File: src/rtl/yuvt_pkg.sv
// shared types and constants for the yuyv to tiled yuv 4:2:0 address generator
// used by every module of the block; depends on nothing else
package yuvt_pkg;

  // configuration port
  localparam int CFG_DATA_W  = 13;
  localparam int CFG_INDEX_W = 1;
  localparam logic [CFG_INDEX_W-1:0] REG_FRAME_WIDTH  = 1'b0;
  localparam logic [CFG_INDEX_W-1:0] REG_FRAME_HEIGHT = 1'b1;
  localparam logic [CFG_DATA_W-1:0]  FRAME_DIM_RESET  = 13'd16;

  // default frame limits
  localparam int DEFAULT_MAX_WIDTH  = 4096;
  localparam int DEFAULT_MAX_HEIGHT = 4096;

  // field widths
  localparam int PIXEL_PAIR_W  = 32;
  localparam int LUMA_ADDR_W   = 24;
  localparam int LUMA_PAIR_W   = 16;
  localparam int CHROMA_ADDR_W = 23;
  localparam int CHROMA_W      = 8;
  // macroblock index bits that reach the luma address (256 bytes per macroblock)
  localparam int MB_ADDR_W     = LUMA_ADDR_W - 8;

  // stream widths
  localparam int IN_TDATA_W  = 32;
  localparam int OUT_TDATA_W = 80;
  localparam int OUT_TUSER_W = 1;

  // queue between front and back
  localparam int QUEUE_DEPTH = 2;

  // one classified word on its way from front to back
  typedef struct packed {
    logic [MB_ADDR_W-1:0]    mb_addr;
    logic [3:0]              row_lo;
    logic [2:0]              col_lo;
    logic [PIXEL_PAIR_W-1:0] pixel_pair;
    logic                    in_picture;
    logic                    even;
    logic                    frame_end;
  } yuvt_item_t;

  // queue status seen by the front and back
  typedef struct packed {
    logic full;
    logic empty;
  } yuvt_queue_status_t;

endpackage

File: src/rtl/yuvt_front.sv
// front part: configuration registers, raster position counters and classification
// depends on yuvt_pkg
module yuvt_front #(
  parameter int MAX_WIDTH  = yuvt_pkg::DEFAULT_MAX_WIDTH,
  parameter int MAX_HEIGHT = yuvt_pkg::DEFAULT_MAX_HEIGHT
) (
  input  logic                               clk,
  input  logic                               rst,
  input  logic                               cfg_we,
  input  logic [yuvt_pkg::CFG_INDEX_W-1:0]   cfg_index,
  input  logic [yuvt_pkg::CFG_DATA_W-1:0]    cfg_data,
  input  logic                               in_valid,
  output logic                               in_ready,
  input  logic [yuvt_pkg::PIXEL_PAIR_W-1:0]  in_data,
  input  yuvt_pkg::yuvt_queue_status_t       queue_status,
  output logic                               push,
  output yuvt_pkg::yuvt_item_t               item
);

  localparam int PW_W  = $clog2(MAX_WIDTH + 16);
  localparam int PH_W  = $clog2(MAX_HEIGHT + 16);
  localparam int COL_W = PW_W - 1;
  localparam int MBR_W = PW_W - 4;
  localparam int MB_W  = PW_W + PH_W - 8;

  logic [yuvt_pkg::CFG_DATA_W-1:0] frame_width;
  logic [yuvt_pkg::CFG_DATA_W-1:0] frame_height;
  logic [COL_W-1:0]                pair_column;
  logic [PH_W-1:0]                 row_index;
  logic [MB_W-1:0]                 mb_base;

  logic [PW_W-1:0]  width_eff;
  logic [PH_W-1:0]  height_eff;
  logic [PW_W-1:0]  width_sum;
  logic [PH_W-1:0]  height_sum;
  logic [PW_W-1:0]  width_pad;
  logic [PH_W-1:0]  height_pad;
  logic [COL_W-1:0] last_col;
  logic [PH_W-1:0]  last_row;
  logic [MBR_W-1:0] mb_per_row;
  logic             col_at_end;
  logic             row_at_end;
  logic [MB_W-1:0]  mb;

  // clamp the picture size into the supported range
  always_comb begin
    if (frame_width == '0) begin
      width_eff = PW_W'(1);
    end else if (32'(frame_width) > 32'(MAX_WIDTH)) begin
      width_eff = PW_W'(MAX_WIDTH);
    end else begin
      width_eff = PW_W'(frame_width);
    end
    if (frame_height == '0) begin
      height_eff = PH_W'(1);
    end else if (32'(frame_height) > 32'(MAX_HEIGHT)) begin
      height_eff = PH_W'(MAX_HEIGHT);
    end else begin
      height_eff = PH_W'(frame_height);
    end
  end

  // pad to whole macroblocks
  assign width_sum  = width_eff + PW_W'(15);
  assign height_sum = height_eff + PH_W'(15);
  assign width_pad  = {width_sum[PW_W-1:4], 4'b0000};
  assign height_pad = {height_sum[PH_W-1:4], 4'b0000};
  assign last_col   = width_pad[PW_W-1:1] - COL_W'(1);
  assign last_row   = height_pad - PH_W'(1);
  assign mb_per_row = width_pad[PW_W-1:4];

  assign col_at_end = (pair_column == last_col);
  assign row_at_end = (row_index == last_row);
  assign mb         = mb_base + MB_W'(pair_column[COL_W-1:3]);

  // classify the current word
  assign in_ready = !queue_status.full;
  assign push     = in_valid && in_ready;

  always_comb begin
    item            = '0;
    item.mb_addr    = yuvt_pkg::MB_ADDR_W'(mb);
    item.row_lo     = row_index[3:0];
    item.col_lo     = pair_column[2:0];
    item.pixel_pair = in_data;
    item.in_picture = (row_index < height_eff) && ({pair_column, 1'b0} < width_eff);
    item.even       = !row_index[0];
    item.frame_end  = col_at_end && row_at_end;
  end

  // configuration and position counters
  always_ff @(posedge clk) begin
    if (rst) begin
      frame_width  <= yuvt_pkg::FRAME_DIM_RESET;
      frame_height <= yuvt_pkg::FRAME_DIM_RESET;
      pair_column  <= '0;
      row_index    <= '0;
      mb_base      <= '0;
    end else if (cfg_we) begin
      case (cfg_index)
        yuvt_pkg::REG_FRAME_WIDTH:  frame_width  <= cfg_data;
        yuvt_pkg::REG_FRAME_HEIGHT: frame_height <= cfg_data;
        default: ;
      endcase
      pair_column <= '0;
      row_index   <= '0;
      mb_base     <= '0;
    end else if (push) begin
      if (col_at_end) begin
        pair_column <= '0;
        if (row_at_end) begin
          row_index <= '0;
          mb_base   <= '0;
        end else begin
          row_index <= row_index + PH_W'(1);
          // next macroblock row starts after the last row of this one
          if (row_index[3:0] == 4'hF) begin
            mb_base <= mb_base + MB_W'(mb_per_row);
          end
        end
      end else begin
        pair_column <= pair_column + COL_W'(1);
      end
    end
  end

endmodule

File: src/rtl/yuvt_queue.sv
// short queue between the front and back parts
// depends on yuvt_pkg
module yuvt_queue (
  input  logic                         clk,
  input  logic                         rst,
  input  logic                         push,
  input  yuvt_pkg::yuvt_item_t         push_item,
  input  logic                         pop,
  output yuvt_pkg::yuvt_item_t         head_item,
  output yuvt_pkg::yuvt_queue_status_t status
);

  localparam int DEPTH = yuvt_pkg::QUEUE_DEPTH;
  localparam int PTR_W = (DEPTH > 1) ? $clog2(DEPTH) : 1;
  localparam int CNT_W = $clog2(DEPTH + 1);

  yuvt_pkg::yuvt_item_t entries [DEPTH];
  logic [PTR_W-1:0] wr_ptr;
  logic [PTR_W-1:0] rd_ptr;
  logic [CNT_W-1:0] count;
  logic             do_push;
  logic             do_pop;

  assign status.full  = (count == CNT_W'(DEPTH));
  assign status.empty = (count == '0);
  assign do_push      = push && !status.full;
  assign do_pop       = pop && !status.empty;
  assign head_item    = entries[rd_ptr];

  // storage
  always_ff @(posedge clk) begin
    if (do_push) begin
      entries[wr_ptr] <= push_item;
    end
  end

  // pointers and fill level
  always_ff @(posedge clk) begin
    if (rst) begin
      wr_ptr <= '0;
      rd_ptr <= '0;
      count  <= '0;
    end else begin
      if (do_push) begin
        wr_ptr <= (wr_ptr == PTR_W'(DEPTH - 1)) ? '0 : wr_ptr + PTR_W'(1);
      end
      if (do_pop) begin
        rd_ptr <= (rd_ptr == PTR_W'(DEPTH - 1)) ? '0 : rd_ptr + PTR_W'(1);
      end
      if (do_push && !do_pop) begin
        count <= count + CNT_W'(1);
      end else if (do_pop && !do_push) begin
        count <= count - CNT_W'(1);
      end
    end
  end

endmodule

File: src/rtl/yuvt_back.sv
// back part: forms tiled addresses, masks data outside the picture, holds the result
// depends on yuvt_pkg
module yuvt_back (
  input  logic                                clk,
  input  logic                                rst,
  input  yuvt_pkg::yuvt_item_t                head_item,
  input  yuvt_pkg::yuvt_queue_status_t        queue_status,
  output logic                                pop,
  output logic                                out_valid,
  input  logic                                out_ready,
  output logic [yuvt_pkg::OUT_TDATA_W-1:0]    out_data,
  output logic [yuvt_pkg::OUT_TUSER_W-1:0]    out_user,
  output logic                                out_last
);

  logic [yuvt_pkg::LUMA_ADDR_W-1:0]   luma_addr;
  logic [yuvt_pkg::LUMA_PAIR_W-1:0]   luma_pair;
  logic                               chroma_valid;
  logic [yuvt_pkg::CHROMA_ADDR_W-1:0] chroma_addr;
  logic [yuvt_pkg::CHROMA_W-1:0]      chroma_a;
  logic [yuvt_pkg::CHROMA_W-1:0]      chroma_b;
  logic                               chroma_on;

  // luma: 256-byte macroblock, 16-byte rows, two bytes per pair
  assign luma_addr = {head_item.mb_addr, head_item.row_lo, head_item.col_lo, 1'b0};
  assign luma_pair = head_item.in_picture ?
                     {head_item.pixel_pair[23:16], head_item.pixel_pair[7:0]} : '0;

  // chroma: 128-byte block, 16 bytes per even row, b sits eight bytes after a
  assign chroma_valid = head_item.even;
  assign chroma_on    = head_item.even && head_item.in_picture;
  assign chroma_addr  = head_item.even ?
                        {head_item.mb_addr, head_item.row_lo[3:1], 1'b0, head_item.col_lo} :
                        '0;
  assign chroma_a = chroma_on ? head_item.pixel_pair[15:8]  : '0;
  assign chroma_b = chroma_on ? head_item.pixel_pair[31:24] : '0;

  // take the next item whenever the output register is free or being emptied
  assign pop = !queue_status.empty && (!out_valid || out_ready);

  // output register
  always_ff @(posedge clk) begin
    if (rst) begin
      out_valid <= 1'b0;
    end else if (pop) begin
      out_valid <= 1'b1;
    end else if (out_ready) begin
      out_valid <= 1'b0;
    end
  end

  always_ff @(posedge clk) begin
    if (pop) begin
      out_data <= yuvt_pkg::OUT_TDATA_W'({chroma_b, chroma_a, chroma_addr,
                                          luma_pair, luma_addr});
      out_user <= yuvt_pkg::OUT_TUSER_W'(chroma_valid);
      out_last <= head_item.frame_end;
    end
  end

endmodule

File: src/rtl/yuyv_to_yuv420_mcu_tiler_unit.sv
// top level of the yuyv to tiled yuv 4:2:0 address generator
// depends on yuvt_pkg, yuvt_front, yuvt_queue and yuvt_back
//
// channel    direction  ports                        contents
// s_axis     in         tvalid tready tdata[31:0]    one yuyv word (two pixels)
// m_axis     out        tvalid tready tdata tuser    tiled addresses and data
//                       tlast                        of one word
// cfg        in         cfg_we cfg_index cfg_data    frame_width, frame_height
//
// one word per clock is accepted and one result per clock leaves while m_axis does not
// stall; a result goes from s_axis into a queue entry and from there into the output
// register, which drives m_axis
// reset: position counters cleared, frame_width and frame_height set to 16
// a stall on m_axis fills the two-entry queue; s_axis tready falls only when it is full
// any configuration write restarts the frame at the top-left word
module yuyv_to_yuv420_mcu_tiler_unit #(
  parameter int MAX_WIDTH  = yuvt_pkg::DEFAULT_MAX_WIDTH,
  parameter int MAX_HEIGHT = yuvt_pkg::DEFAULT_MAX_HEIGHT
) (
  input  logic                              clk,
  input  logic                              rst,
  // configuration writes
  input  logic                              cfg_we,
  input  logic [yuvt_pkg::CFG_INDEX_W-1:0]  cfg_index,
  input  logic [yuvt_pkg::CFG_DATA_W-1:0]   cfg_data,
  // input stream
  input  logic                              s_axis_tvalid,
  output logic                              s_axis_tready,
  // [31:0] pixel_pair
  input  logic [yuvt_pkg::IN_TDATA_W-1:0]   s_axis_tdata,
  // output stream
  output logic                              m_axis_tvalid,
  input  logic                              m_axis_tready,
  // [23:0] luma_addr, [39:24] luma_pair, [62:40] chroma_addr,
  // [70:63] chroma_a, [78:71] chroma_b, [79] zero
  output logic [yuvt_pkg::OUT_TDATA_W-1:0]  m_axis_tdata,
  // [0] chroma_valid
  output logic [yuvt_pkg::OUT_TUSER_W-1:0]  m_axis_tuser,
  // frame_end
  output logic                              m_axis_tlast
);

  yuvt_pkg::yuvt_item_t         push_item;
  yuvt_pkg::yuvt_item_t         head_item;
  yuvt_pkg::yuvt_queue_status_t queue_status;
  logic                         push;
  logic                         pop;

  // front: counters and classification
  yuvt_front #(
    .MAX_WIDTH  (MAX_WIDTH),
    .MAX_HEIGHT (MAX_HEIGHT)
  ) u_front (
    .clk          (clk),
    .rst          (rst),
    .cfg_we       (cfg_we),
    .cfg_index    (cfg_index),
    .cfg_data     (cfg_data),
    .in_valid     (s_axis_tvalid),
    .in_ready     (s_axis_tready),
    .in_data      (s_axis_tdata[yuvt_pkg::PIXEL_PAIR_W-1:0]),
    .queue_status (queue_status),
    .push         (push),
    .item         (push_item)
  );

  // decoupling queue
  yuvt_queue u_queue (
    .clk       (clk),
    .rst       (rst),
    .push      (push),
    .push_item (push_item),
    .pop       (pop),
    .head_item (head_item),
    .status    (queue_status)
  );

  // back: address forming and output register
  yuvt_back u_back (
    .clk          (clk),
    .rst          (rst),
    .head_item    (head_item),
    .queue_status (queue_status),
    .pop          (pop),
    .out_valid    (m_axis_tvalid),
    .out_ready    (m_axis_tready),
    .out_data     (m_axis_tdata),
    .out_user     (m_axis_tuser),
    .out_last     (m_axis_tlast)
  );

endmodule

File: config.mk
export PLATFORM = sky130hd
export DESIGN_NAME = yuyv_to_yuv420_mcu_tiler_unit
export DESIGN_NICKNAME = d
export VERILOG_FILES = /design/src/rtl/yuvt_pkg.sv /design/src/rtl/yuvt_front.sv /design/src/rtl/yuvt_queue.sv /design/src/rtl/yuvt_back.sv /design/src/rtl/yuyv_to_yuv420_mcu_tiler_unit.sv
export SDC_FILE = /design/constraint.sdc
export NUM_CORES = 1
export LEC_CHECK = 0
export BUFFER_PORTS_ARGS = -buffer_cell sky130_fd_sc_hd__buf_2
export CAP_MARGIN = 20
export CORE_MARGIN = 2
export CORE_UTILIZATION = 49
export CTS_BUF_LIST = sky130_fd_sc_hd__clkbuf_4
export DETAILED_ROUTE_END_ITERATION = 16
export GPL_ROUTABILITY_DRIVEN = 0
export PLACE_DENSITY = 0.67
export SLEW_MARGIN = 20
export SYNTH_ARGS = -nofsm -noshare
export SYNTH_HDL_FRONTEND = slang
export SYNTH_HIERARCHICAL = 1
export SYNTH_SLANG_ARGS = --single-unit
File: constraint.sdc
create_clock -name clk -period 15.25 [get_ports clk]
set_clock_uncertainty 0.05 [all_clocks]
set_input_delay 1.525 -clock clk [delete_from_list [all_inputs] [get_ports clk]]
set_output_delay 1.525 -clock clk [all_outputs]
set_load 0.05 [all_outputs]
Word-level counts from Yosys, hierarchy flattened

Memory sizes are Yosys's and may differ from the RTL's. A register that Yosys moved wholly into a read port is not among the register bits.
Cells that the tools add are included.

Bitwise gates (word level): 1
Eq/ne operators: 4
Reductions and logical operators: 27
$lt $le $gt $ge: 4
$add $sub $neg: 12
Muxes and demuxes: 18

Operators with widths:

| cell                    | count |
|---|---|
| $mux W13                | 5 |
| $mux W18                | 2 |
| $add A13 B4 Y13 const B | 2 |
| $gt A13 B13 Y1 const B  | 2 |
| $logic_not A13 Y1       | 2 |
| $lt A13 B13 Y1          | 2 |
| $add A18 B9 Y18         | 1 |
| $add A16 B9 Y16         | 1 |
| $add A13 B1 Y13 const B | 1 |
| $eq A13 B13 Y1          | 1 |
| $sub A13 B1 Y13 const B | 1 |
| $add A12 B1 Y12 const B | 1 |
| $eq A12 B12 Y1          | 1 |
| $mux W12                | 1 |
| $sub A12 B1 Y12 const B | 1 |
| $logic_and A1 B1 Y1     | 9 |
| $mux W1                 | 8 |
| $logic_not A1 Y1        | 6 |
| $reduce_and A2 Y1       | 3 |
| $reduce_bool A2 Y1      | 3 |
| $eq A4 B4 Y1 const B    | 1 |
| $mux W2                 | 2 |
| $reduce_and A3 Y1       | 1 |
| $add A1 B1 Y1 const B   | 2 |
| 7 further kinds         | 7 |

Memory bits (writable): 116
Flip-flop bits (word level): 154
Input port bits: 51
Memories: 1
Output and inout port bits: 84

Memories:

| memory          | depth | width | read ports | clocked after memory_dff | wr ports | RTL line         | RTL |
|---|---|---|---|---|---|---|---|
| u_queue.entries | 2     | 58    | 1          | 1                        | 1        | yuvt_queue.sv:17 | `yuvt_pkg::yuvt_item_t entries [DEPTH];` |

Depth between registers and ports, before layout

Word-level depth: 8
Mapped depth: 16
Gate-level depth less buffers: 14

Cells and area by module

The synthesis kept the hierarchy.

By module, submodules not included:

| module     | area each (um^2) | cells an instance | times used | sequential area each (um^2) |
|---|---|---|---|---|
| yuvt_front | 6073.3           | 802               | 1          | 1341.3 |
| yuvt_queue | 4399.2           | 205               | 1          | 3583.4 |
| yuvt_back  | 2827.7           | 148               | 1          | 2392.3 |

Least setup slack after synthesis

OpenSTA, ideal clock, no wires.

Path kind: in2reg
Start: input port m_axis_tready
End: register u_queue.count[1]
Data required time: 15130 ps
Arrival: 6959 ps
Stages on the path: 6
Path slack: 8171 ps
Path through: nand2b_1 > nor2b_1 > o21ai_0 > ha_1 > or3_1 > a21oi_1

Longest elaborated chain between the ends: 6
Elaborated cells between the ends (all ways): 8
Those cells by class: mux: 1; reduce/logical: 7

Ends and longest elaborated chain:

| element                                       | RTL line                            | RTL |
|---|---|---|
| start: declaration                            | yuyv_to_yuv420_mcu_tiler_unit.sv:33 | `input logic m_axis_tready,` |
| $logic_or A1 B1 Y1 *                          | yuvt_back.sv:39                     | `assign pop = !queue_status.empty && (!out_valid \|\| out_ready);` |
| $logic_and A1 B1 Y1 *                         | yuvt_back.sv:39                     |  |
| via pop                                       | yuyv_to_yuv420_mcu_tiler_unit.sv:47 | `logic pop;` |
| $logic_and A1 B1 Y1 *                         | yuvt_queue.sv:27                    | `assign do_pop = pop && !status.empty;` |
| $logic_not A1 Y1                              | yuvt_queue.sv:50                    | `if (do_push && !do_pop) begin` |
| $logic_and A1 B1 Y1                           | yuvt_queue.sv:50                    |  |
| $mux W2 or $reduce_bool A2 Y1 (tied branches) | --                                  |  |
| end signal: assignment                        | yuvt_queue.sv:51                    | `count <= count + CNT_W'(1);` |
| end signal: assignment                        | yuvt_queue.sv:53                    | `count <= count - CNT_W'(1);` |
| end: declaration                              | yuvt_queue.sv:20                    | `logic [CNT_W-1:0] count;` |

The timed path passes the listed nets; every way through them passes the cells marked *.
A chain may end at the register's enable or synchronous reset.

Worst setup path in the final report

Start: register u_front/frame_width[5] in the netlist's numbering
End: register u_front.mb_base[1]

Longest elaborated chain between the ends: 7
Elaborated cells between the ends (all ways): 11
Those cells by class: add/sub: 3; order compare: 1; eq/ne: 1; mux: 4; reduce/logical: 2

Ends and longest elaborated chain:

| element                                                 | RTL line                            | RTL |
|---|---|---|
| start: declaration                                      | yuvt_front.sv:26                    | `logic [yuvt_pkg::CFG_DATA_W-1:0] frame_width;` |
| start signal: assignment                                | yuvt_front.sv:94                    | `frame_width <= yuvt_pkg::FRAME_DIM_RESET;` |
| start signal: assignment                                | yuvt_front.sv:101                   | `yuvt_pkg::REG_FRAME_WIDTH: frame_width <= cfg_data;` |
| $gt A13 B13 Y1                                          | yuvt_front.sv:49                    | `end else if (32'(frame_width) > 32'(MAX_WIDTH)) begin` |
| $mux W13                                                | yuvt_front.sv:49                    |  |
| $mux W13 *                                              | yuvt_front.sv:47                    | `if (frame_width == '0) begin` |
| $add A13 B4 Y13 *                                       | yuvt_front.sv:64                    | `assign width_sum = width_eff + PW_W'(15);` |
| $sub A12 B1 Y12 or $add A18 B9 Y18 (tied branches)      | yuvt_front.sv:68, yuvt_front.sv:118 |  |
| $eq A12 B12 Y1 or $mux W18 (tied branches)              | yuvt_front.sv:72, yuvt_front.sv:117 |  |
| $reduce_and A3 Y1 (no line) or $mux W18 (tied branches) | --                                  |  |
| end signal: assignment                                  | yuvt_front.sv:118                   | `mb_base <= mb_base + MB_W'(mb_per_row);` |
| end: declaration                                        | yuvt_front.sv:30                    | `logic [MB_W-1:0] mb_base;` |

Every way passes the cells marked *; elsewhere a longest branch is shown, timed or not. The select of a mux whose other input is x is not followed.

==> flow_summary.json <==
{
  "yosysSeqAreaShare_pct": 55.01,
  "r2r-start": "u_front/frame_width[5]",
  "final_area_sq_mm": 0.01478,
  "r2r_slack_ns": 10.54,
  "fmax_mhz": 212.3,
  "io_pins": 135,
  "dr.pass1.iters": 4,
  "syn_area_sq_mm": 0.01330,
  "cts_tree": "built",
  "finalMaxSlewViolations": 0,
  "dpl_cell_area_sq_mm": 0.01386,
  "seq_area_sq_mm": 0.007318,
  "crit_chain": "or4_1 > o211a_1 > nor3_1 > inv_1 > ha_1 > xnor2_1 > and3_1 > o221ai_1 > a311oi_4 > nand4_1 > nand2b_1 > o31ai_1",
  "ys_async_sr_fraction_pct": 0,
  "clkPwrFrac_pct": 25.5,
  "grt_max_degree": 74,
  "cts_resized": 0,
  "num_rows": 60,
  "cts.sinks": 268,
  "fin_crit_ns": 4.710,
  "crit_start": "u_front/frame_width[5]",
  "cts_buffer_depth": 3,
  "coreArea_sq_mm": 0.02680,
  "internal_power_uw": 1550,
  "synth_flop_cell": "edfxtp_1",
  "start_util_pct": 49.63,
  "drive_above_1_share_pct": 25.17,
  "rsz0062_at_grt": "no",
  "max-slew-margin-rel_pct": 34.61,
  "syn_inst": 1155,
  "io_buffers": 131,
  "endpoint": "u_front/mb_base[1]",
  "critPathMaxStageDelay_ns": 0.73,
  "place_hpwl_um": 18450,
  "multi_input_area_sq_mm": 0.005265,
  "dieArea_sq_mm": 0.02848,
  "ys_warn_count": 6,
  "status": "finished, final reports clean",
  "leakagePower_uw": 0.005676,
  "period_share_pct": 30.89,
  "cp_max_fo": 21,
  "hold_path.class": "reg -> reg",
  "htree_levels": 3,
  "p_sw_share_pct": 37.15,
  "synth_seq_cells": 268,
  "clk_latency_ns": 0.69,
  "max-cap-violations": 0,
  "drcViolationCount": 0,
  "nNetsFinal": 1371,
  "fill_cells": 2350,
  "wl_per_cell_um": 16.52,
  "clkTransAtPathRegs_ns": 0.06,
  "ff2ff_path_depth": 12,
  "antenna_found_initial": 2,
  "final_hold_viol_count": 0,
  "synth.area.top_cells": "edfxtp_1 44%, dfxtp_1 11%, mux2_2 5.0%, ha_1 4.4%, nand2_1 3.1%",
  "max_slew.worst_pin.slew_ns": 0.9809,
  "vias": 9076,
  "grt-ovfl-total": 0,
  "synth.most_common_cell": "edfxtp_1",
  "power_density_mw_per_mm2": 166.8,
  "synthDistinctLibCells": 78,
  "p_sw_uw": 915.9,
  "clockRootBuffer": "clkbuf_4",
  "cp_slowest_cell": "nand4_1",
  "syn_to_final_growth_pct": 11.10,
  "criticalPathCategory": "reg -> reg",
  "drt_iter0_drc": 473,
  "routed_wl_um": 27440,
  "synth_common_cells": "195 x edfxtp_1, 111 x nand2_1, 73 x dfxtp_1, 65 x nor2_1, 60 x a21oi_1",
  "critical_path_required_ns": 15.76,
  "antenna_left": 0,
  "routed_via_density": 5.464,
  "grt_pass1_vias": 8891,
  "setup-violations-final": 0,
  "postCtsHoldBufs": 0,
  "cp.arrival_ns": 5.22,
  "r2r-end": "u_front/mb_base[1]",
  "die_h_um": 168.8,
  "startpoint_type": "flop",
  "p_seq_share_pct": 42.5,
  "postSynthAreaPerCell_sq_um": 11.52,
  "synth_top_area_cell": "edfxtp_1",
  "track_usage_pct": 19.31,
  "post-cts-setup-buffer-count": 0,
  "die_x_um": 168.8,
  "cts_buffers": 71,
  "ir_drop_v": 0.00009802,
  "yosysTopAreaCellShare_pct": 44.03,
  "combPwrFrac_pct": 32.0,
  "crit_path_end_kind": "flop",
  "tns_ns": 0,
  "synth-edff-count": 195,
  "grt_pass1_wl_um": 43980
}
-- flip-flops by register name, indices dropped and copies added (netlist names), 2 cells and up, named ones only --
| register | cells |
|---|---|
| u_back/out_data | 77 |
| u_front/frame_height | 13 |
| u_front/frame_width | 13 |
| u_front/mb_base | 16 |
| u_front/pair_column | 12 |
| u_front/row_index | 13 |
| u_queue/count | 2 |
| u_queue/entries | 116 |
-- through the flow --
step                      setup slack, ns  std cells  total power, uW  hold slack, ns  util, %
after global placement              10.86       1539             1848          0.4175    51.70
after detailed placement            10.63       1539             1859          0.4426    51.70
final                               10.54       1661             2465          0.4488    55.14
after floorplan                     8.171       1157             1702          0.4005        -
after global routing                10.11       1661             2593          0.4687    55.14
after CTS                           10.63       1660             2497          0.4522    55.13
-- worst max-delay path: cells and delay by family, from the launching register on --
kind                       cells  cell delay, ns
buffers and inverters          1            0.08
DFF                            1            0.39
xor gates and xnor gates       1            0.20
adders and majority gates      1            0.27
AOI/OAI and AO/OA              4            1.20
and+or+nand+nor                5            2.40
-- layout make-up --
cell class / instances / area share (%)
multi-input cells: 755 / 35.63
inverters: 37 / 0.9399
repair buffers: 138 / 4.793
well taps: 341 / 2.887
clock buffers: 101 / 5.131
diodes: 1 / 0.01693
clock inverters: 20 / 1.075
flip-flops and latches: 268 / 49.53
-- cells in the final DEF (no fill, tap or decap), types with 6 or more instances in the layout --
cell	synthesis	final
nand2b_1	12	12
nand4_1	17	17
nand4b_1	6	6
o21ai_0	27	27
mux2i_1	10	10
a21o_1	9	9
or3_1	8	8
or4_1	6	6
clkinv_1	2	11
buf_2	16	131
dfxtp_1	73	72
and3_1	31	31
o2111ai_1	6	6
nor3_1	12	12
a211oi_1	9	9
nor4_1	8	8
clkbuf_4	0	101
o22ai_1	11	11
a31oi_1	7	7
nand2_1	111	111
o21a_1	6	6
o21ai_1	7	7
or2_2	8	8
buf_4	44	7
edfxtp_1	195	195
nor2_1	65	65
o31ai_1	9	9
o211ai_1	8	8
xor2_1	29	29
mux2_2	59	59
xnor2_1	23	23
inv_1	35	34
a21oi_1	60	60
nor2b_1	10	9
ha_1	47	47
nand3_1	23	23
and2_1	43	42
-- routing by layer --
metal  up-vias  track usage, %  wire, um
li1       4485               -         -
met1      4283           24.79     12220
met2       258           31.99     13000
met3        48           4.325      1639
met4         2           7.459       558
met5         -               0        21
-- power by group through the flow --
stage	clock network [uW]	logic, uW	registers (uW)
after global placement	0	789	1060
after global routing	688	839	1070
final	629	788	1050
after detailed placement	0	794	1070
after CTS	650	796	1050
after floorplan	0	297	1400
-- cell families (layout without fill, tap and decap cells) --
kind of cell / Yosys count / count (layout) / synth area share (%)
xor+xnor: 54 / 54 / 3.763
mux: 70 / 70 / 5.833
simple gates: 382 / 382 / 15.03
compound gates: 197 / 197 / 10.08
buf+inv: 134 / 296 / 5.522
fa+ha+maj: 49 / 49 / 4.722
flops: 268 / 268 / 55.01
other cells: 1 / 4 / 0.02819
-- how the worst min path moves through the flow --
stage / from / end / slack, ns / cells past startpoint
final: u_queue/rd_ptr / flop / 0.45 / 2
after global routing: u_front/mb_base[4] / u_front/mb_base[4] / 0.47 / 2
after CTS: u_queue/wr_ptr / u_queue/wr_ptr / 0.45 / 2
after detailed placement: u_queue/wr_ptr / u_queue/wr_ptr / 0.44 / 2
after global placement: u_queue/wr_ptr / u_queue/wr_ptr / 0.42 / 2
after floorplan: u_front/mb_base[2] / u_front/mb_base[2] / 0.40 / 2
Power figures use the tool's default switching activity.
